**src/sv/bis_pkg.sv**
```systemverilog
// bilinear image scaler: shared widths, codes and item types
// no dependencies; imported by every module of the scaler but bis_ram
`default_nettype none

package bis_pkg;

  localparam int POS_W       = 12;
  localparam int PIX_W       = 32;
  localparam int CH_W        = 8;
  localparam int LANES       = PIX_W / CH_W;
  localparam int SRC_DIM_W   = 9;
  localparam int DST_DIM_W   = 13;
  localparam int CFG_W       = 13;
  localparam int CFG_IDX_W   = 2;
  localparam int FRAC_W      = 16;
  localparam int STEP_W      = SRC_DIM_W + FRAC_W;
  localparam int SP_W        = POS_W + STEP_W;
  localparam int WHOLE_W     = SP_W - FRAC_W;
  localparam int WF_W        = FRAC_W + 1;
  localparam int WGT_W       = 2 * FRAC_W + 1;
  localparam int PROD_W      = CH_W + WGT_W;
  localparam int ACC_W       = PROD_W + 2;
  localparam int FIFO_DEPTH  = 4;
  localparam int PIPE_LAT    = 6;

  localparam int DEF_MAX_SRC_WIDTH  = 256;
  localparam int DEF_MAX_SRC_HEIGHT = 256;
  localparam int DEF_CHANNELS       = 4;
  localparam int RST_SRC_DIM        = 256;
  localparam int RST_DST_DIM        = 256;

  typedef enum logic {
    OP_LOAD = 1'b0,
    OP_EMIT = 1'b1
  } op_t;

  typedef enum logic [CFG_IDX_W-1:0] {
    REG_SRC_WIDTH  = 2'd0,
    REG_SRC_HEIGHT = 2'd1,
    REG_DST_WIDTH  = 2'd2,
    REG_DST_HEIGHT = 2'd3
  } cfg_reg_t;

  typedef struct packed {
    op_t              op;
    logic [POS_W-1:0] pos_x;
    logic [POS_W-1:0] pos_y;
    logic [PIX_W-1:0] src_pixel;
  } bis_in_t;

  typedef struct packed {
    logic [POS_W-1:0] out_x;
    logic [POS_W-1:0] out_y;
    logic [PIX_W-1:0] out_pixel;
  } bis_out_t;

  typedef struct packed {
    logic [STEP_W-1:0]    x_step;
    logic [STEP_W-1:0]    y_step;
    logic [SRC_DIM_W-1:0] x_last;
    logic [SRC_DIM_W-1:0] y_last;
  } bis_geom_t;

endpackage

`default_nettype wire

```
**src/sv/bis_fifo.sv**
```systemverilog
// short item queue between the front and back parts of the scaler
// uses bis_pkg for the item type
`default_nettype none

module bis_fifo import bis_pkg::*; #(
  parameter int DEPTH = FIFO_DEPTH
) (
  input  wire logic    clk,
  input  wire logic    rst_n,
  input  wire logic    push,
  input  wire bis_in_t push_item,
  input  wire logic    pop,
  output bis_in_t      pop_item,
  output logic         empty,
  output logic         full
);

  localparam int PTR_W = (DEPTH < 2) ? 1 : $clog2(DEPTH);
  localparam int CNT_W = $clog2(DEPTH + 1);

  bis_in_t          slot_r [DEPTH];
  logic [PTR_W-1:0] wptr_r;
  logic [PTR_W-1:0] rptr_r;
  logic [CNT_W-1:0] cnt_r;
  logic             do_push;
  logic             do_pop;

  assign empty   = (cnt_r == '0);
  assign full    = (cnt_r == CNT_W'(DEPTH));
  assign do_push = push && !full;
  assign do_pop  = pop && !empty;
  assign pop_item = slot_r[rptr_r];

  always_ff @(posedge clk) begin
    if (!rst_n) begin
      wptr_r <= '0;
      rptr_r <= '0;
      cnt_r  <= '0;
    end else begin
      if (do_push) begin
        wptr_r <= (wptr_r == PTR_W'(DEPTH - 1)) ? '0 : wptr_r + PTR_W'(1);
      end
      if (do_pop) begin
        rptr_r <= (rptr_r == PTR_W'(DEPTH - 1)) ? '0 : rptr_r + PTR_W'(1);
      end
      case ({do_push, do_pop})
        2'b10:   cnt_r <= cnt_r + CNT_W'(1);
        2'b01:   cnt_r <= cnt_r - CNT_W'(1);
        default: cnt_r <= cnt_r;
      endcase
    end
  end

  always_ff @(posedge clk) begin
    if (do_push) begin
      slot_r[wptr_r] <= push_item;
    end
  end

endmodule

`default_nettype wire

```
**config.mk**
```make
export PLATFORM = sky130hd
export DESIGN_NAME = bis_fifo
export DESIGN_NICKNAME = d
export VERILOG_FILES = /design/src/sv/bis_pkg.sv /design/src/sv/bis_fifo.sv
export SDC_FILE = /design/constraint.sdc
export NUM_CORES = 1
export LEC_CHECK = 0
export BUFFER_PORTS_ARGS = -buffer_cell sky130_fd_sc_hd__clkbuf_2
export CORE_MARGIN = 3
export CORE_UTILIZATION = 61
export DETAILED_ROUTE_END_ITERATION = 16
export PLACE_DENSITY = 0.84
export RECOVER_POWER = 100
export SYNTH_ARGS = -nofsm -noshare
export SYNTH_HDL_FRONTEND = slang
export SYNTH_SLANG_ARGS = --single-unit
```
**constraint.sdc**
```tcl
create_clock -name clk -period 6.6 [get_ports clk]
set_input_delay 0.99 -clock clk [delete_from_list [all_inputs] [get_ports clk]]
set_output_delay 0.99 -clock clk [all_outputs]
set_load 0.05 [all_outputs]
```
==> impl_metrics.env <==
export IMPL_ff_latch_area_mm2=0.00703
export IMPL_clock_latency_ns=0.50
export IMPL_rsz0062_at_grt="no"
export IMPL_grtUsageMet3_pct=4.27
export IMPL_failed_checks="max-capacitance violations, max-slew violations"
export IMPL_grt_usage_pct=19.8
export IMPL_routedWlPerCell_um=22.2
export IMPL_fin_worst_skew_ns=0.00918
export IMPL_hold_viol_final=0
export IMPL_min_period_over_period_pct=71.0
export IMPL_dp_hpwl_um=8390
export IMPL_root_buffer="clkbuf_16"
export IMPL_rows=43
export IMPL_syn_nets=421
export IMPL_ys_ff_latch=237
export IMPL_worst_path_max_fanout=57
export IMPL_fin_cells=684
export IMPL_yosysMostFrequentCell="edfxtp_1"
export IMPL_worst_setup_path_end_kind="flop"
export IMPL_antennaDiodeCount=0
export IMPL_numPortBuffers=119
export IMPL_rrSetupSlack_ns=1.97
export IMPL_busiest_layer="met2"
export IMPL_first_iter_violations=417
export IMPL_synth_area_leaders="edfxtp_1 (79%), mux4_2 (15%), dfxtp_1 (2.1%), ha_1 (0.86%), buf_6 (0.52%)"
export IMPL_grt_pass1_wl_um=24000
export IMPL_start_util_pct=62.5
export IMPL_leakagePower_nw=3.15
export IMPL_ctsLongestPathBuffers=3
export IMPL_slew_viol_final=273
export IMPL_fin_crit_ns=4.69
export IMPL_fillers=837
export IMPL_place_gp_congestion=0.744
export IMPL_final_setup_tns_ns=0
export IMPL_synth_top_cell_area_share_pct=78.6
export IMPL_core_area_mm2=0.0139
export IMPL_numCtsBuffers=23
export IMPL_via_count=3989
export IMPL_synth_flop_cell="edfxtp_1"
export IMPL_multiInputGateArea_mm2=0.00156
export IMPL_wl_um=15200
export IMPL_cp_arrival_ns=4.69
export IMPL_die_area_mm2=0.0157
export IMPL_grt_max_degree=58
export IMPL_antenna_found_initial=0
export IMPL_cts_resized=0
export IMPL_avgSynthCellArea_um2=24.7
export IMPL_setup_ws_ns=1.91
export IMPL_viasPerCell=5.83
export IMPL_die_w_um=125
export IMPL_worst_pin_slew_ns=4.28
export IMPL_drive_gt1_share_pct=20.6
export IMPL_netlist_top_cells_count="edfxtp_1 (228), mux4_2 (57), dfxtp_1 (9), inv_1 (7), nand2_1 (7)"
export IMPL_dp_slack_ns=3.32
export IMPL_required_ns=6.60
export IMPL_cts_setup_buffers=0
export IMPL_vdd_ir_drop_max_v=0.000293
export IMPL_max_freq_mhz=213
export IMPL_remaining_drc_errors=0
export IMPL_maxCapViolations=5
export IMPL_ios=120
export IMPL_syn_to_final_growth_pct=15.6
export IMPL_tritoncts="yes"
export IMPL_power_density_mw_per_mm2=443
export IMPL_gr_total_overflow=0
export IMPL_slew_headroom_pct=-186
export IMPL_use_met2_pct=32.7
export IMPL_placed_cells=642
export IMPL_synthArstFlopShare_pct=0
export IMPL_die_y_um=125
export IMPL_clk_pin_slew_ns=0.06
export IMPL_startpoint_type="primary input"
export IMPL_min_path_type="reg2reg"
export IMPL_status="finished with violations"
export IMPL_clock_sinks=237
export IMPL_synth_top_cell_by_area="edfxtp_1"
export IMPL_ctsHtreeMaxLevel=1
export IMPL_syn_inst=353
export IMPL_finalSetupViolations=0
export IMPL_synth_seq_area_share_pct=80.7
export IMPL_ys_types=24
export IMPL_synth_edf_count=228
export IMPL_use_met1_pct=27.4
export IMPL_synth_cell_area_mm2=0.00871
export IMPL_dr_pass1_iters=4
export IMPL_ys_warn_count=0
export IMPL_ctsHoldBuffers=0
export IMPL_nNetsFinal=555
export IMPL_worstSetupPathType="in2reg"
export IMPL_detail_route_antenna_nets=0
export IMPL_grt_pass1_vias=4344
[critical path, stage by stage]
cell and delay, ns:
clkbuf_2 0.07, nor2b_1 0.43, and2_0 3.15
[cells in the final DEF, fill, tap and decap left out, types with 2 or more instances in the layout]
cell type	instances
and2_0	4
and2_2	2
bufinv_16	3
clkbuf_1	118
clkbuf_16	23
clkbuf_2	7
clkinv_1	4
clkinv_2	7
dfxtp_1	7
edfxtp_1	228
ha_1	6
inv_1	7
inv_6	2
mux2i_1	2
mux4_2	57
nand2_1	7
nand3_1	2
nor2_1	2
o21ai_0	4
[through the flow]
stage / util, % / hold slack (ns) / total power [mW] / area (µm²)
floorplan: - / 0.468 / 2.97 / 8710
global placement: 68.0 / 0.478 / 3.22 / 9470
detailed placement: 68.0 / 0.504 / 3.25 / 9470
CTS: 73.3 / 0.512 / 4.53 / 10200
global route: 72.2 / 0.552 / 4.63 / 10100
finish: 72.2 / 0.509 / 4.46 / 10100
[final timing paths]
check / end / cells after the start / startpoint
setup reg to reg: slot_r[1][3]$_DFFE_PP_ / 3 / cnt_r[2]$_SDFFE_PN0P_
hold / removal: wptr_r[1]$_SDFFE_PN0P_ / 2 / wptr_r[1]$_SDFFE_PN0P_
hold reg to reg: wptr_r[1]$_SDFFE_PN0P_ / 2 / wptr_r[1]$_SDFFE_PN0P_
setup / recovery: slot_r[1][3]$_DFFE_PP_ / 3 / push
[state kept, by name, indices dropped and copies added, names as in the netlist, named ones only]
register,flops
rptr_r,2
slot_r,228
cnt_r,3
wptr_r,2
[layer usage]
metal / wire length (µm) / up-vias
li1: - / 1754
met1: 6220 / 2085
met2: 7720 / 128
met3: 1010 / 22
met4: 232 / 0
met5: 0 / -
[where the power goes]
part           total, mW  switching, mW  internal [mW]
clock network       1.28          0.520          0.759
registers           1.91         0.0711           1.84
logic               1.26          0.915          0.349
total               4.46           1.51           2.95
[cell families (layout without fill, tap and decap cells)]
| group | after synthesis | count (layout) | synth area share (%) |
|---|---|---|---|
| flops | 237 | 237 | 80.7 |
| compound gates | 6 | 6 | 0.402 |
| mux | 59 | 59 | 15.0 |
| buf+inv | 21 | 172 | 1.39 |
| fa+ha+maj | 7 | 7 | 1.09 |
| simple gates | 21 | 21 | 1.22 |
| xor+xnor | 2 | 2 | 0.201 |
[area by class of cell]
type / instances / share of cell area (%)
Inverter: 7 / 0.261
Sequential cell: 237 / 69.9
Clock inverter: 16 / 1.57
Tap cell: 180 / 2.24
Timing Repair Buffer: 123 / 4.71
Multi-Input combinational cell: 95 / 15.5
Clock buffer: 26 / 5.83
No activity file was read; power rests on OpenSTA's default activity.
