### src/sv/bis_pkg.sv
// bilinear image scaler: shared widths, codes and item types
// no dependencies; imported by every module of the scaler but bis_ram
`default_nettype none

package bis_pkg;

  localparam int POS_W       = 12;
  localparam int PIX_W       = 32;
  localparam int CH_W        = 8;
  localparam int LANES       = PIX_W / CH_W;
  localparam int SRC_DIM_W   = 9;
  localparam int DST_DIM_W   = 13;
  localparam int CFG_W       = 13;
  localparam int CFG_IDX_W   = 2;
  localparam int FRAC_W      = 16;
  localparam int STEP_W      = SRC_DIM_W + FRAC_W;
  localparam int SP_W        = POS_W + STEP_W;
  localparam int WHOLE_W     = SP_W - FRAC_W;
  localparam int WF_W        = FRAC_W + 1;
  localparam int WGT_W       = 2 * FRAC_W + 1;
  localparam int PROD_W      = CH_W + WGT_W;
  localparam int ACC_W       = PROD_W + 2;
  localparam int FIFO_DEPTH  = 4;
  localparam int PIPE_LAT    = 6;

  localparam int DEF_MAX_SRC_WIDTH  = 256;
  localparam int DEF_MAX_SRC_HEIGHT = 256;
  localparam int DEF_CHANNELS       = 4;
  localparam int RST_SRC_DIM        = 256;
  localparam int RST_DST_DIM        = 256;

  typedef enum logic {
    OP_LOAD = 1'b0,
    OP_EMIT = 1'b1
  } op_t;

  typedef enum logic [CFG_IDX_W-1:0] {
    REG_SRC_WIDTH  = 2'd0,
    REG_SRC_HEIGHT = 2'd1,
    REG_DST_WIDTH  = 2'd2,
    REG_DST_HEIGHT = 2'd3
  } cfg_reg_t;

  typedef struct packed {
    op_t              op;
    logic [POS_W-1:0] pos_x;
    logic [POS_W-1:0] pos_y;
    logic [PIX_W-1:0] src_pixel;
  } bis_in_t;

  typedef struct packed {
    logic [POS_W-1:0] out_x;
    logic [POS_W-1:0] out_y;
    logic [PIX_W-1:0] out_pixel;
  } bis_out_t;

  typedef struct packed {
    logic [STEP_W-1:0]    x_step;
    logic [STEP_W-1:0]    y_step;
    logic [SRC_DIM_W-1:0] x_last;
    logic [SRC_DIM_W-1:0] y_last;
  } bis_geom_t;

endpackage

`default_nettype wire

### src/sv/bis_div.sv
// radix-2 restoring divider, one quotient bit per cycle
// uses bis_pkg for default widths
`default_nettype none

module bis_div import bis_pkg::*; #(
  parameter int NUM_W = STEP_W,
  parameter int DEN_W = DST_DIM_W
) (
  input  wire logic             clk,
  input  wire logic             rst_n,
  input  wire logic             start,
  input  wire logic [NUM_W-1:0] num,
  input  wire logic [DEN_W-1:0] den,
  output logic                  busy,
  output logic                  done,
  output logic      [NUM_W-1:0] quot
);

  localparam int CNT_W = $clog2(NUM_W + 1);

  logic [CNT_W-1:0] cnt_r;
  logic             done_r;
  logic [NUM_W-1:0] quo_r;
  logic [DEN_W-1:0] rem_r;
  logic [DEN_W-1:0] den_r;
  logic [DEN_W:0]   trial;
  logic [DEN_W:0]   diff;
  logic             ge;
  logic [DEN_W-1:0] rem_nxt;
  logic [NUM_W-1:0] quo_nxt;

  always_comb begin
    trial   = {rem_r, quo_r[NUM_W-1]};
    diff    = trial - {1'b0, den_r};
    ge      = trial >= {1'b0, den_r};
    rem_nxt = ge ? diff[DEN_W-1:0] : trial[DEN_W-1:0];
    quo_nxt = {quo_r[NUM_W-2:0], ge};
  end

  always_ff @(posedge clk) begin
    if (!rst_n) begin
      cnt_r  <= '0;
      done_r <= 1'b0;
    end else if (start) begin
      cnt_r  <= CNT_W'(NUM_W);
      done_r <= 1'b0;
    end else if (cnt_r != '0) begin
      cnt_r  <= cnt_r - CNT_W'(1);
      done_r <= (cnt_r == CNT_W'(1));
    end else begin
      done_r <= 1'b0;
    end
  end

  always_ff @(posedge clk) begin
    if (start) begin
      quo_r <= num;
      rem_r <= '0;
      den_r <= den;
    end else if (cnt_r != '0) begin
      quo_r <= quo_nxt;
      rem_r <= rem_nxt;
    end
  end

  assign busy = (cnt_r != '0);
  assign done = done_r;
  assign quot = quo_r;

endmodule

`default_nettype wire

### src/sv/bis_front.sv
// front part: size registers, step dividers, item accept and load range filter
// uses bis_pkg and bis_div
`default_nettype none

module bis_front import bis_pkg::*; #(
  parameter int MAX_SRC_WIDTH  = DEF_MAX_SRC_WIDTH,
  parameter int MAX_SRC_HEIGHT = DEF_MAX_SRC_HEIGHT
) (
  input  wire logic                 clk,
  input  wire logic                 rst_n,
  input  wire logic                 start,
  input  wire bis_in_t              in_item,
  input  wire logic                 cfg_we,
  input  wire logic [CFG_IDX_W-1:0] cfg_index,
  input  wire logic [CFG_W-1:0]     cfg_wdata,
  input  wire logic                 fifo_full,
  output logic                      busy,
  output logic                      push,
  output bis_in_t                   push_item,
  output bis_geom_t                 geom
);

  localparam int SW_RST = (RST_SRC_DIM > MAX_SRC_WIDTH) ? MAX_SRC_WIDTH : RST_SRC_DIM;
  localparam int SH_RST = (RST_SRC_DIM > MAX_SRC_HEIGHT) ? MAX_SRC_HEIGHT : RST_SRC_DIM;
  localparam int X_STEP_RST = ((SW_RST - 1) * (1 << FRAC_W)) / RST_DST_DIM;
  localparam int Y_STEP_RST = ((SH_RST - 1) * (1 << FRAC_W)) / RST_DST_DIM;

  logic [SRC_DIM_W-1:0] src_w_r;
  logic [SRC_DIM_W-1:0] src_h_r;
  logic [DST_DIM_W-1:0] dst_w_r;
  logic [DST_DIM_W-1:0] dst_h_r;
  logic                 dpend_r;
  logic [STEP_W-1:0]    x_step_r;
  logic [STEP_W-1:0]    y_step_r;

  logic [SRC_DIM_W-1:0] sw_eff;
  logic [SRC_DIM_W-1:0] sh_eff;
  logic [DST_DIM_W-1:0] dw_eff;
  logic [DST_DIM_W-1:0] dh_eff;
  logic                 divx_busy;
  logic                 divx_done;
  logic [STEP_W-1:0]    divx_quot;
  logic                 divy_busy;
  logic                 divy_done;
  logic [STEP_W-1:0]    divy_quot;
  logic                 accept;
  logic                 in_store;

  always_comb begin
    if (src_w_r == '0) begin
      sw_eff = SRC_DIM_W'(1);
    end else if (13'(src_w_r) > 13'(MAX_SRC_WIDTH)) begin
      sw_eff = SRC_DIM_W'(MAX_SRC_WIDTH);
    end else begin
      sw_eff = src_w_r;
    end
    if (src_h_r == '0) begin
      sh_eff = SRC_DIM_W'(1);
    end else if (13'(src_h_r) > 13'(MAX_SRC_HEIGHT)) begin
      sh_eff = SRC_DIM_W'(MAX_SRC_HEIGHT);
    end else begin
      sh_eff = src_h_r;
    end
    dw_eff = (dst_w_r == '0) ? DST_DIM_W'(1) : dst_w_r;
    dh_eff = (dst_h_r == '0) ? DST_DIM_W'(1) : dst_h_r;
  end

  always_ff @(posedge clk) begin
    if (!rst_n) begin
      src_w_r <= SRC_DIM_W'(RST_SRC_DIM);
      src_h_r <= SRC_DIM_W'(RST_SRC_DIM);
      dst_w_r <= DST_DIM_W'(RST_DST_DIM);
      dst_h_r <= DST_DIM_W'(RST_DST_DIM);
      dpend_r <= 1'b0;
    end else begin
      dpend_r <= cfg_we;
      if (cfg_we) begin
        unique case (cfg_reg_t'(cfg_index))
          REG_SRC_WIDTH:  src_w_r <= cfg_wdata[SRC_DIM_W-1:0];
          REG_SRC_HEIGHT: src_h_r <= cfg_wdata[SRC_DIM_W-1:0];
          REG_DST_WIDTH:  dst_w_r <= cfg_wdata[DST_DIM_W-1:0];
          REG_DST_HEIGHT: dst_h_r <= cfg_wdata[DST_DIM_W-1:0];
          default:        src_w_r <= src_w_r;
        endcase
      end
    end
  end

  bis_div #(
    .NUM_W (STEP_W),
    .DEN_W (DST_DIM_W)
  ) u_div_x (
    .clk   (clk),
    .rst_n (rst_n),
    .start (dpend_r),
    .num   ({sw_eff - SRC_DIM_W'(1), FRAC_W'(0)}),
    .den   (dw_eff),
    .busy  (divx_busy),
    .done  (divx_done),
    .quot  (divx_quot)
  );

  bis_div #(
    .NUM_W (STEP_W),
    .DEN_W (DST_DIM_W)
  ) u_div_y (
    .clk   (clk),
    .rst_n (rst_n),
    .start (dpend_r),
    .num   ({sh_eff - SRC_DIM_W'(1), FRAC_W'(0)}),
    .den   (dh_eff),
    .busy  (divy_busy),
    .done  (divy_done),
    .quot  (divy_quot)
  );

  always_ff @(posedge clk) begin
    if (!rst_n) begin
      x_step_r <= STEP_W'(X_STEP_RST);
      y_step_r <= STEP_W'(Y_STEP_RST);
    end else begin
      if (divx_done) begin
        x_step_r <= divx_quot;
      end
      if (divy_done) begin
        y_step_r <= divy_quot;
      end
    end
  end

  assign busy     = dpend_r || divx_busy || divy_busy || fifo_full;
  assign accept   = start && !busy;
  assign in_store = ({1'b0, in_item.pos_x} < 13'(MAX_SRC_WIDTH)) &&
                    ({1'b0, in_item.pos_y} < 13'(MAX_SRC_HEIGHT));
  // loads outside the store are dropped here
  assign push      = accept && ((in_item.op == OP_EMIT) || in_store);
  assign push_item = in_item;

  assign geom.x_step = x_step_r;
  assign geom.y_step = y_step_r;
  assign geom.x_last = sw_eff - SRC_DIM_W'(1);
  assign geom.y_last = sh_eff - SRC_DIM_W'(1);

endmodule

`default_nettype wire

### config.mk
export PLATFORM = sky130hd
export DESIGN_NAME = bis_front
export DESIGN_NICKNAME = d
export VERILOG_FILES = /design/src/sv/bis_pkg.sv /design/src/sv/bis_div.sv /design/src/sv/bis_front.sv
export SDC_FILE = /design/constraint.sdc
export NUM_CORES = 1
export LEC_CHECK = 0
export BUFFER_PORTS_ARGS = -buffer_cell sky130_fd_sc_hd__buf_4
export CAP_MARGIN = 20
export CORE_UTILIZATION = 25
export CTS_BUF_LIST = sky130_fd_sc_hd__clkbuf_8 sky130_fd_sc_hd__clkbuf_16
export DETAILED_ROUTE_END_ITERATION = 6
export PLACE_DENSITY_LB_ADDON = 0.3
export SYNTH_ARGS = -nofsm -noshare
export SYNTH_HDL_FRONTEND = slang
export SYNTH_HIERARCHICAL = 1
export SYNTH_SLANG_ARGS = --single-unit
export TNS_END_PERCENT = 100
### constraint.sdc
create_clock -name clk -period 3.2 [get_ports clk]
set_input_delay 0 -clock clk [delete_from_list [all_inputs] [get_ports clk]]
set_output_delay 0 -clock clk [all_outputs]
set_load 0.01 [all_outputs]
==> run_results.csv, run 1 <==
group,metric,value,unit
clock_tree,cts.clk_slew.worst_paths,0.06,ns
power,leakage,4.82,nW
global_routing,grt_max_degree,85,
clock_tree,worstSkewPairLatency,0.50,ns
clock_tree,cts_tree,"built",
clock_tree,hold_buffers,16,
yosys,synth_area_leader_cell,"dfxtp_1",
timing,rsz0062_at_grt,"no",
yosys,synth_edf_count,76,
clock_tree,htree_levels,1,
setup_path,crit_type,"register to register",
route,wl,24600,um
finish,design_area,0.0125,sq mm
floorplanning,core_area,0.0419,sq mm
floorplanning,dieArea,0.0433,sq mm
clock_tree,root_buffer,"clkbuf_16",
finish,finalNonFillerCells,1672,
power,power_density,845,mW/mm^2
setup_path,critPathLaunchType,"register",
route,dr.first_iter.drc_count,372,
route,antenna_left,0,
global_routing,grt_pass1_wl,39900,um
timing,hold_viol_final,0,
timing,clock_skew,0.0138,ns
timing,max_freq,345,MHz
place,post-place-cells,1614,
floorplanning,initial_core_util,0.253,
floorplanning,die_y,208,um
timing,min_period_over_period,0.905,
global_routing,grt_pass1_vias,7390,
timing,relSlewSlack,0.417,
floorplanning,die_x,208,um
clock_tree,cts_setup_buffers,0,
yosys,yosys_warnings,6,
timing,setup_tns,0,ns
floorplanning,row_count,75,
route,vias,7504,
job,maxCapViolations,0,
global_routing,track_usage,0.111,
place,dpl_cell_area,0.0116,sq mm
yosys,netlist.area_leader.share,0.251,
yosys,synth_seq_cells,209,
yosys,netlist_area,0.0106,sq mm
clock_tree,numCtsBuffers,23,
yosys,synth_flop_cell,"dfxtp_1",
place,dpl.hpwl,17400,um
route,wl_per_cell,14.7,um
finish,drive_gt1_frac,0.204,
yosys,avgSynthCellArea,10.1,sq um
setup_path,worstSetupEndpointType,"register",
timing,worst_pin_slew,0.870,ns
worst_hold_path,hold_path_class,"input port to output pin",
setup_path,cp.required,3.56,ns
global_routing,antenna_found_initial,2,
timing,finalSetupViolCount,0,
clock_tree,clock-sinks,209,
floorplanning,io_pins,204,
yosys,synth_commonest_cells,"dfxtp_1, nand2_1, edfxtp_1, mux2i_1, nor2_1",
yosys,synth_cell_type_count,74,
finish,fillCellCount,4351,
yosys,async_flop_share,0,
clock_tree,ctsResizeCount,0,
clock_tree,cts_max_path_buffers,3,
route,drt_first_pass_iters,5,
finish,fin_nets,1227,
timing,drv_slew,0,
route,vias_per_cell,4.49,
yosys,yosysMostFrequentCell,"dfxtp_1",
power,irDropWorstVdd,0.000367,V
setup_path,crit_arrival,3.25,ns
global_routing,overflow,0,
place,place.gp.congestion,0.795,
yosys,synth_area_leaders,"dfxtp_1, edfxtp_1, mux2i_1, mux2_2, buf_4",
yosys,ys_seq_area_frac,0.466,
yosys,synthCells,1052,
timing,min_period,2.90,ns
place,io_buffers,107,
route,drc,0,
setup_path,critical_path.max_fanout,9,
finish,area_delta_synth_final,17.5,%
run_status,status,"finished, final reports clean",
-- flip-flops by register name, summed over array words and instances (netlist names) --
register,count
u_div_x/rem_r,13
u_div_x/quot,25
u_div_x/cnt_r,5
dpend_r,1
u_div_y/den_r,13
src_h_r,9
u_div_x/done,1
u_div_y/rem_r,13
y_step_r,25
u_div_x/den_r,13
u_div_y/done,1
u_div_y/cnt_r,5
dst_h_r,13
src_w_r,9
u_div_y/quot,25
x_step_r,25
dst_w_r,13
-- stage by stage --
| stage | power, mW | util | setup WS (ns) | hold slack, ns |
|---|---|---|---|---|
| floorplan | 7.06 | - | 0.309 | 0.0918 |
| global placement | 7.97 | 0.276 | 0.337 | 0.0000686 |
| detailed placement | 8.01 | 0.276 | 0.287 | 0.0000686 |
| CTS | 10.7 | 0.297 | 0.250 | 0.0000686 |
| global route | 11.3 | 0.297 | 0.0437 | 0.0000156 |
| finish | 10.5 | 0.297 | 0.305 | 0.00000390 |
-- metal layers --
metal / up-vias / GRT usage / wire (um)
met3: 48 / 0.0266 / 1520
met4: 2 / 0.0345 / 540
met5: - / 0.00111 / 17
met2: 191 / 0.176 / 10900
li1: 3739 / - / -
met1: 3524 / 0.149 / 11600
-- area by class of cell --
cell class	instances	area [sq um]	share of cell area
well taps	539	674	0.0541
clock buffers	28	667	0.0535
clock inverters	13	67.6	0.00542
repair buffers	138	1090	0.0873
diodes	1	2.50	0.000201
flip-flops and latches	209	4950	0.397
inverters	52	195	0.0157
multi-input cells	692	4820	0.387
-- cells in the final DEF, fill, tap and decap left out, types with 4 or more instances in the layout --
cell type	count
o31ai_1	5
mux2_2	51
or4_1	4
dlygate4sd3_1	16
and3_1	6
nand4_1	9
a21boi_0	25
clkinv_2	5
inv_1	55
clkbuf_16	25
edfxtp_1	76
nand2_1	97
o21a_1	6
o21ai_1	7
ha_1	32
xor2_1	5
nand3_1	20
o21ai_0	13
o211ai_1	5
mux2i_1	76
a211oi_2	4
nor2b_1	56
buf_4	121
o21bai_1	4
nor3_1	29
a211oi_1	13
or3_1	5
a21oi_1	33
nor2_1	61
nor4_1	13
xnor2_1	13
a21o_1	7
conb_1	32
dfxtp_1	132
a2111oi_0	4
-- final timing paths --
path	depth (start not counted)	end	slack (ns)	start
worst max-delay path	12	u_div_y/rem_r[6]	0.30	u_div_y/quot[24]
worst min-delay path	0	push_item[39]	0.000004	in_item[39]
worst max register to register	12	u_div_y/rem_r[6]	0.30	u_div_y/quot[24]
worst min register to register	0	u_div_x/den_r[7]	0.46	dst_w_r[7]
-- report_power, final --
group / total, mW / internal, mW / switching (mW)
clock network: 2.56 / 1.48 / 1.08
registers: 4.07 / 3.61 / 0.459
logic: 3.91 / 1.76 / 2.15
-- logic make-up after synthesis --
kind of cell | synth area share
other cells | 0.000353
xor+xnor | 0.0149
compound gates | 0.105
mux | 0.127
flops | 0.466
buf+inv | 0.0912
fa+ha+maj | 0.0415
simple gates | 0.154
-- worst max-delay path: stages (launching register included) --
cell,delay [ns]
edfxtp_1,0.41
inv_1,0.08
ha_1,0.15
inv_1,0.05
fa_1,0.44
a211oi_4,0.36
o21ai_2,0.11
a21oi_2,0.16
a21oi_1,0.11
or4_1,0.47
buf_4,0.21
nor3_1,0.14
nor4_1,0.06
(Power assumes the default switching activity.)
==> inputs of run 2 (changes only) <==
==> constraint.sdc (replaced) <==
create_clock -name clk -period 3.2 [get_ports clk]
set_input_delay 0.32 -clock clk [delete_from_list [all_inputs] [get_ports clk]]
set_output_delay 0.32 -clock clk [all_outputs]
set_load 0.01 [all_outputs]
==> run 2 against run 1 <==
  * Clock skew down 0.0043 ns
  * Fmax down 3.3%
  * Die area unchanged
  * Non-clock buffer count down 15
  * Register-to-register slack about the same
  * Design area down 1.7%
  * Global-route usage up 0.19 points
  * Setup slack worse by 0.099 ns
  * Combinational power about the same
  * Sequential share of layout area up 0.72 points
  * Flip-flop and latch count unchanged
==> run_results.csv, run 2 (synthesis results as in run 1) <==
group,metric,value,unit
setup_path,cpMaxStageDelayCell,"or4_1",
timing,rsz0062_at_grt,"no",
setup_path,crit_type,"register to output pin",
floorplanning,die_x,208,um
route,drc,0,
finish,antennaDiodeCount,0,
timing,clock_skew,0.00946,ns
clock_tree,worstSkewPairLatency,0.50,ns
route,antenna_left,0,
setup_path,slowest_delay,0.46,ns
power,p_seq_frac,0.392,
route,dr.first_iter.drc_count,334,
finish,finalNonFillerCells,1655,
clock_tree,clock-sinks,209,
timing,max_freq,334,MHz
route,wl,25100,um
timing,hold_viol_final,0,
setup_path,critPathLaunchType,"register",
clock_tree,cts_setup_buffers,0,
job,maxCapViolations,0,
global_routing,grt_pass1_vias,7236,
place,io_buffers,107,
route,vias,7390,
setup_path,path_cells,"nor3_1 > and3_1 > o21ai_1 > ha_2 > inv_1 > or4_1 > nand3_1 > buf_4",
power,p_int,6.74,mW
clock_tree,cts_tree,"built",
timing,min_period,2.99,ns
finish,fin_nets,1211,
timing,finalSetupViolCount,0,
finish,final_common_cell,"dfxtp_1",
power,leakage,4.74,nW
timing,worst_pin_slew,0.882,ns
timing,min_period_over_period,0.936,
floorplanning,initial_core_util,0.253,
clock_tree,htree_levels,1,
clock_tree,numCtsBuffers,22,
finish,area_delta_synth_final,15.4,%
place,place.gp.congestion,0.808,
setup_path,r2r.worst_path.cells,12,
timing,drv_slew,0,
place,dpl.hpwl,17700,um
finish,drive_gt1_frac,0.203,
finish,fin_util,0.292,
global_routing,track_usage,0.113,
power,irDropWorstVdd,0.000329,V
finish,final_cell_mix,"dfxtp_1, buf_4, nand2_1",
setup_path,crit_cells,8,
floorplanning,core_area,0.0419,sq mm
worst_hold_path,whs_path_depth,2,
floorplanning,dieArea,0.0433,sq mm
timing,setup_tns,0,ns
global_routing,grt_max_degree,84,
route,wl_per_cell,15.2,um
global_routing,grt_pass1_wl,40100,um
global_routing,overflow,0,
floorplanning,row_count,75,
power,switching_share,0.351,
power,p_sw,3.64,mW
setup_path,worstSetupEndpointType,"output pin",
place,post-place-cells,1615,
floorplanning,die_y,208,um
floorplanning,io_pins,204,
power,combPwrFrac,0.374,
setup_path,critical_path.max_fanout,7,
power,power_density,848,mW/mm^2
timing,relSlewSlack,0.410,
route,vias_per_cell,4.47,
global_routing,antenna_found_initial,1,
route,drt_first_pass_iters,4,
clock_tree,cts_max_path_buffers,3,
clock_tree,cts.clk_slew.worst_paths,0.06,ns
power,clkPwrFrac,0.234,
power,total_power,10.4,mW
worst_hold_path,hold_path_class,"input port to register",
setup_path,crit_buf_inv,2,
setup_path,cp_top_family,"simple AND/OR/NAND/NOR gates",
run_status,status,"finished, final reports clean",
setup_path,crit_arrival,2.67,ns
setup_path,cp.required,2.88,ns
clock_tree,root_buffer,"clkbuf_16",
==> run 2: cell types whose count changed in the layout (fill, tap and decap cells not counted), sizes merged <==
cell,change
clkbuf,-1
buf,+1
inv,+6
diode,-1
clkinv,-6
dlygate4sd3,-16
==> run 2: layout make-up <==
type	instances	area, sq um
Sequential cell	209	4950
Multi-Input combinational cell	692	4820
Tap cell	539	674
Inverter	52	195
Timing Repair Buffer	123	923
Fill cell	4374	29700
Clock inverter	13	50.0
Clock buffer	27	631
==> run 2: path summary, 6_finish.rpt <==
check | from | endpoint | slack [ns]
max | src_h_r[4] | geom[6] | 0.21
min | cfg_we | dpend_r | 0.09
max reg2reg | u_div_y/quot[24] | u_div_y/rem_r[0] | 0.31
min reg2reg | dst_h_r[9] | u_div_y/den_r[9] | 0.45
==> run 2: power groups by stage <==
stage	Sequential, mW	Combinational [mW]	Clock, mW
final	4.07	3.88	2.43
after global routing	4.17	4.35	2.62
after CTS	4.09	3.92	2.52
after detailed placement	4.13	3.91	0
after global placement	4.12	3.83	0
after floorplan	3.99	3.07	0
==> run 2: per-stage QoR <==
| stage | area (sq um) | setup slack [ns] | hold WS [ns] |
|---|---|---|---|
| after floorplan | 10700 | 0.309 | 0.437 |
| after global placement | 11600 | 0.351 | 0.442 |
| after detailed placement | 11600 | 0.308 | 0.441 |
| after CTS | 12200 | 0.0145 | 0.0719 |
| after global routing | 12200 | 0.0304 | 0.0868 |
| final | 12200 | 0.205 | 0.0903 |
==> run 2: repair_timing <==
item,in CTS,in global routing
gates resized for setup,1,2
hold buffers,0,0
pin swaps,0,0
setup endpoints to repair,1,2
==> run 2: worst register-to-register path: stages, from the launching register on <==
cell      delay (ns)
edfxtp_1        0.40
inv_1           0.08
ha_1            0.15
inv_1           0.05
fa_1            0.43
a211oi_4        0.36
o21ai_2         0.11
a21oi_2         0.16
a21oi_1         0.11
or4_1           0.47
buf_4           0.19
nor3_1          0.18
a311oi_2        0.07
==> run 2: routing by layer <==
layer | up-vias | track usage | wire length (um)
li1 | 3697 | - | -
met3 | 44 | 0.0320 | 1700
met1 | 3471 | 0.147 | 11700
met2 | 176 | 0.184 | 11300
met5 | - | 0.00111 | 10
met4 | 2 | 0.0294 | 423
==> inputs of run 3 (changes only) <==
==> constraint.sdc (replaced) <==
create_clock -name clk -period 3.2 [get_ports clk]
set_input_delay 0.32 -clock clk [delete_from_list [all_inputs] [get_ports clk]]
set_output_delay 0.32 -clock clk [all_outputs]
set_load 0.02 [all_outputs]
==> run 3 against run 2 <==
  * Wire length decreased by 0.26%
  * Clock power increased by 13%
  * Flip-flop and latch count did not move
  * First-iteration DRC count is 4.2% lower
  * Critical endpoint unchanged
  * Via count grew 0.57%
  * Utilization up 0.33 points
  * Highest routed layer is now met4
  * Non-clock buffer count down 1
  * Combinational power increased by 3%
  * Critical path type unchanged
==> run_results.csv, run 3 (synthesis results as in run 1) <==
group,metric,value,unit
timing,rsz0062_at_grt,"no",
worst_hold_path,min_to,"dst_w_r[12]",
timing,hold_viol_final,0,
clock_tree,cts_tree,"built",
route,dr.first_iter.drc_count,320,
setup_path,crit_arrival,2.74,ns
timing,relSlewSlack,0.364,
setup_path,r2r_setup_slack,0.27,ns
timing,max_freq,327,MHz
setup_path,cp.required,2.88,ns
global_routing,overflow,0,
setup_path,critical_path.max_fanout,8,
worst_hold_path,hold_path.startpoint,"cfg_wdata[12]",
timing,worst_pin_slew,0.949,ns
route,wl_per_cell,15.1,um
timing,min_period_over_period,0.957,
timing,clock_skew,0.0117,ns
setup_path,crit_type,"register to output pin",
floorplanning,io_pins,204,
setup_path,worstSetupEndpointType,"output pin",
floorplanning,die_x,208,um
finish,fin_nets,1212,
route,wl,25000,um
finish,final_cell_mix,"dfxtp_1, buf_4, nand2_1",
setup_path,critPathLaunchType,"register",
clock_tree,cts_max_path_buffers,3,
clock_tree,clock-sinks,209,
setup_path,r2r_end,"u_div_y/rem_r[5]",
run_status,status,"finished, final reports clean",
global_routing,antenna_found_initial,1,
power,irDropWorstVdd,0.000456,V
finish,final_common_cell,"dfxtp_1",
finish,fillCellCount,4325,
floorplanning,dieArea,0.0433,sq mm
place,dpl.hpwl,17700,um
setup_path,crit_buf_inv,2,
clock_tree,htree_levels,1,
route,antenna_left,0,
power,leakage,4.80,nW
finish,drive_gt1_frac,0.206,
timing,drv_slew,0,
global_routing,track_usage,0.114,
worst_hold_path,hold_path_class,"input port to register",
setup_path,regToRegStartpoint,"u_div_y/quot[24]",
setup_path,cpMaxStageDelayCell,"dfxtp_1",
clock_tree,root_buffer,"clkbuf_16",
power,power_density,874,mW/mm^2
place,place.gp.congestion,0.826,
clock_tree,worstSkewPairLatency,0.51,ns
worst_hold_path,whs_path_depth,3,
setup_path,path_cells,"nor3_1 > and3_1 > o21ai_1 > ha_2 > inv_1 > or4_1 > nand3_1 > buf_4",
global_routing,grt_pass1_wl,40300,um
finish,area_delta_synth_final,16.7,%
route,vias,7432,
floorplanning,initial_core_util,0.253,
setup_path,r2r.worst_path.cells,12,
timing,min_period,3.06,ns
floorplanning,core_area,0.0419,sq mm
timing,setup_tns,0,ns
global_routing,grt_max_degree,81,
timing,finalSetupViolCount,0,
setup_path,cp_top_family,"simple AND/OR/NAND/NOR gates",
route,drc,0,
floorplanning,die_y,208,um
clock_tree,cts_setup_buffers,0,
place,io_buffers,107,
floorplanning,row_count,75,
setup_path,slowest_delay,0.47,ns
finish,fin_util,0.295,
global_routing,grt_pass1_vias,7300,
route,drt_first_pass_iters,4,
clock_tree,cts.clk_slew.worst_paths,0.06,ns
clock_tree,numCtsBuffers,24,
job,maxCapViolations,0,
route,vias_per_cell,4.48,
[run 3: layout make-up]
| type | count | area (sq um) | share of cell area |
|---|---|---|---|
| flip-flops and latches | 209 | 4950 | 0.400 |
| well taps | 539 | 674 | 0.0545 |
| inverters | 52 | 195 | 0.0158 |
| diodes | 1 | 2.50 | 0.000202 |
| multi-input cells | 692 | 4830 | 0.390 |
| repair buffers | 122 | 928 | 0.0750 |
| clock inverters | 17 | 148 | 0.0119 |
| clock buffers | 27 | 653 | 0.0528 |
[run 3: per-layer routing]
layer	routed length, um	vias up	GRT usage	share of wire
li1	-	3711	-	-
met1	11700	3492	0.155	0.47
met2	11200	185	0.179	0.45
met3	1500	44	0.0254	0.060
met4	570	0	0.0345	0.023
met5	0	-	0.00111	0
[run 3: repair_timing]
item	in CTS	in global routing
endpoints found under the setup margin	2	8
cloned	0	0
pin swaps	0	0
resized for setup	2	3
hold buffers	0	0
[run 3: per-stage QoR]
stage	cell area, sq um	power (mW)	worst slack (ns)	std cells	hold slack, ns
3_5_place_dp	11600	8.12	0.148	1614	0.442
2_1_floorplan	10700	7.16	0.309	1083	0.437
6_report	12400	10.8	0.139	1659	0.0831
4_1_cts	12400	10.9	0.0612	1658	0.0560
3_3_place_gp	11600	8.04	0.234	1614	0.441
5_1_grt	12400	11.6	0.0313	1658	0.0629
[run 3: power breakdown]
group          switching, mW  internal, mW  total [mW]  leakage [nW]
logic                   2.24          1.76        4.00          2.53
clock network           1.06          1.69        2.75         0.431
registers              0.463          3.61        4.07          1.84
[run 3: worst min-delay path, cell delays in order]
cell,delay (ns)
buf_4,0.11
nand2_1,0.04
a21boi_0,0.06
[run 3: how the worst max path moves through the flow]
stage	from	end	slack, ns	cells past startpoint
2_1_floorplan	u_div_y/quot[24]	u_div_y/quot[0]	0.31	12
3_3_place_gp	u_div_y/quot[24]	u_div_y/quot[0]	0.23	10
3_5_place_dp	u_div_y/quot[24]	u_div_y/rem_r[5]	0.15	12
4_1_cts	src_h_r[3]	geom[6]	0.06	8
5_1_grt	src_h_r[2]	geom[6]	0.03	8
6_report	src_h_r[2]	geom[6]	0.14	8
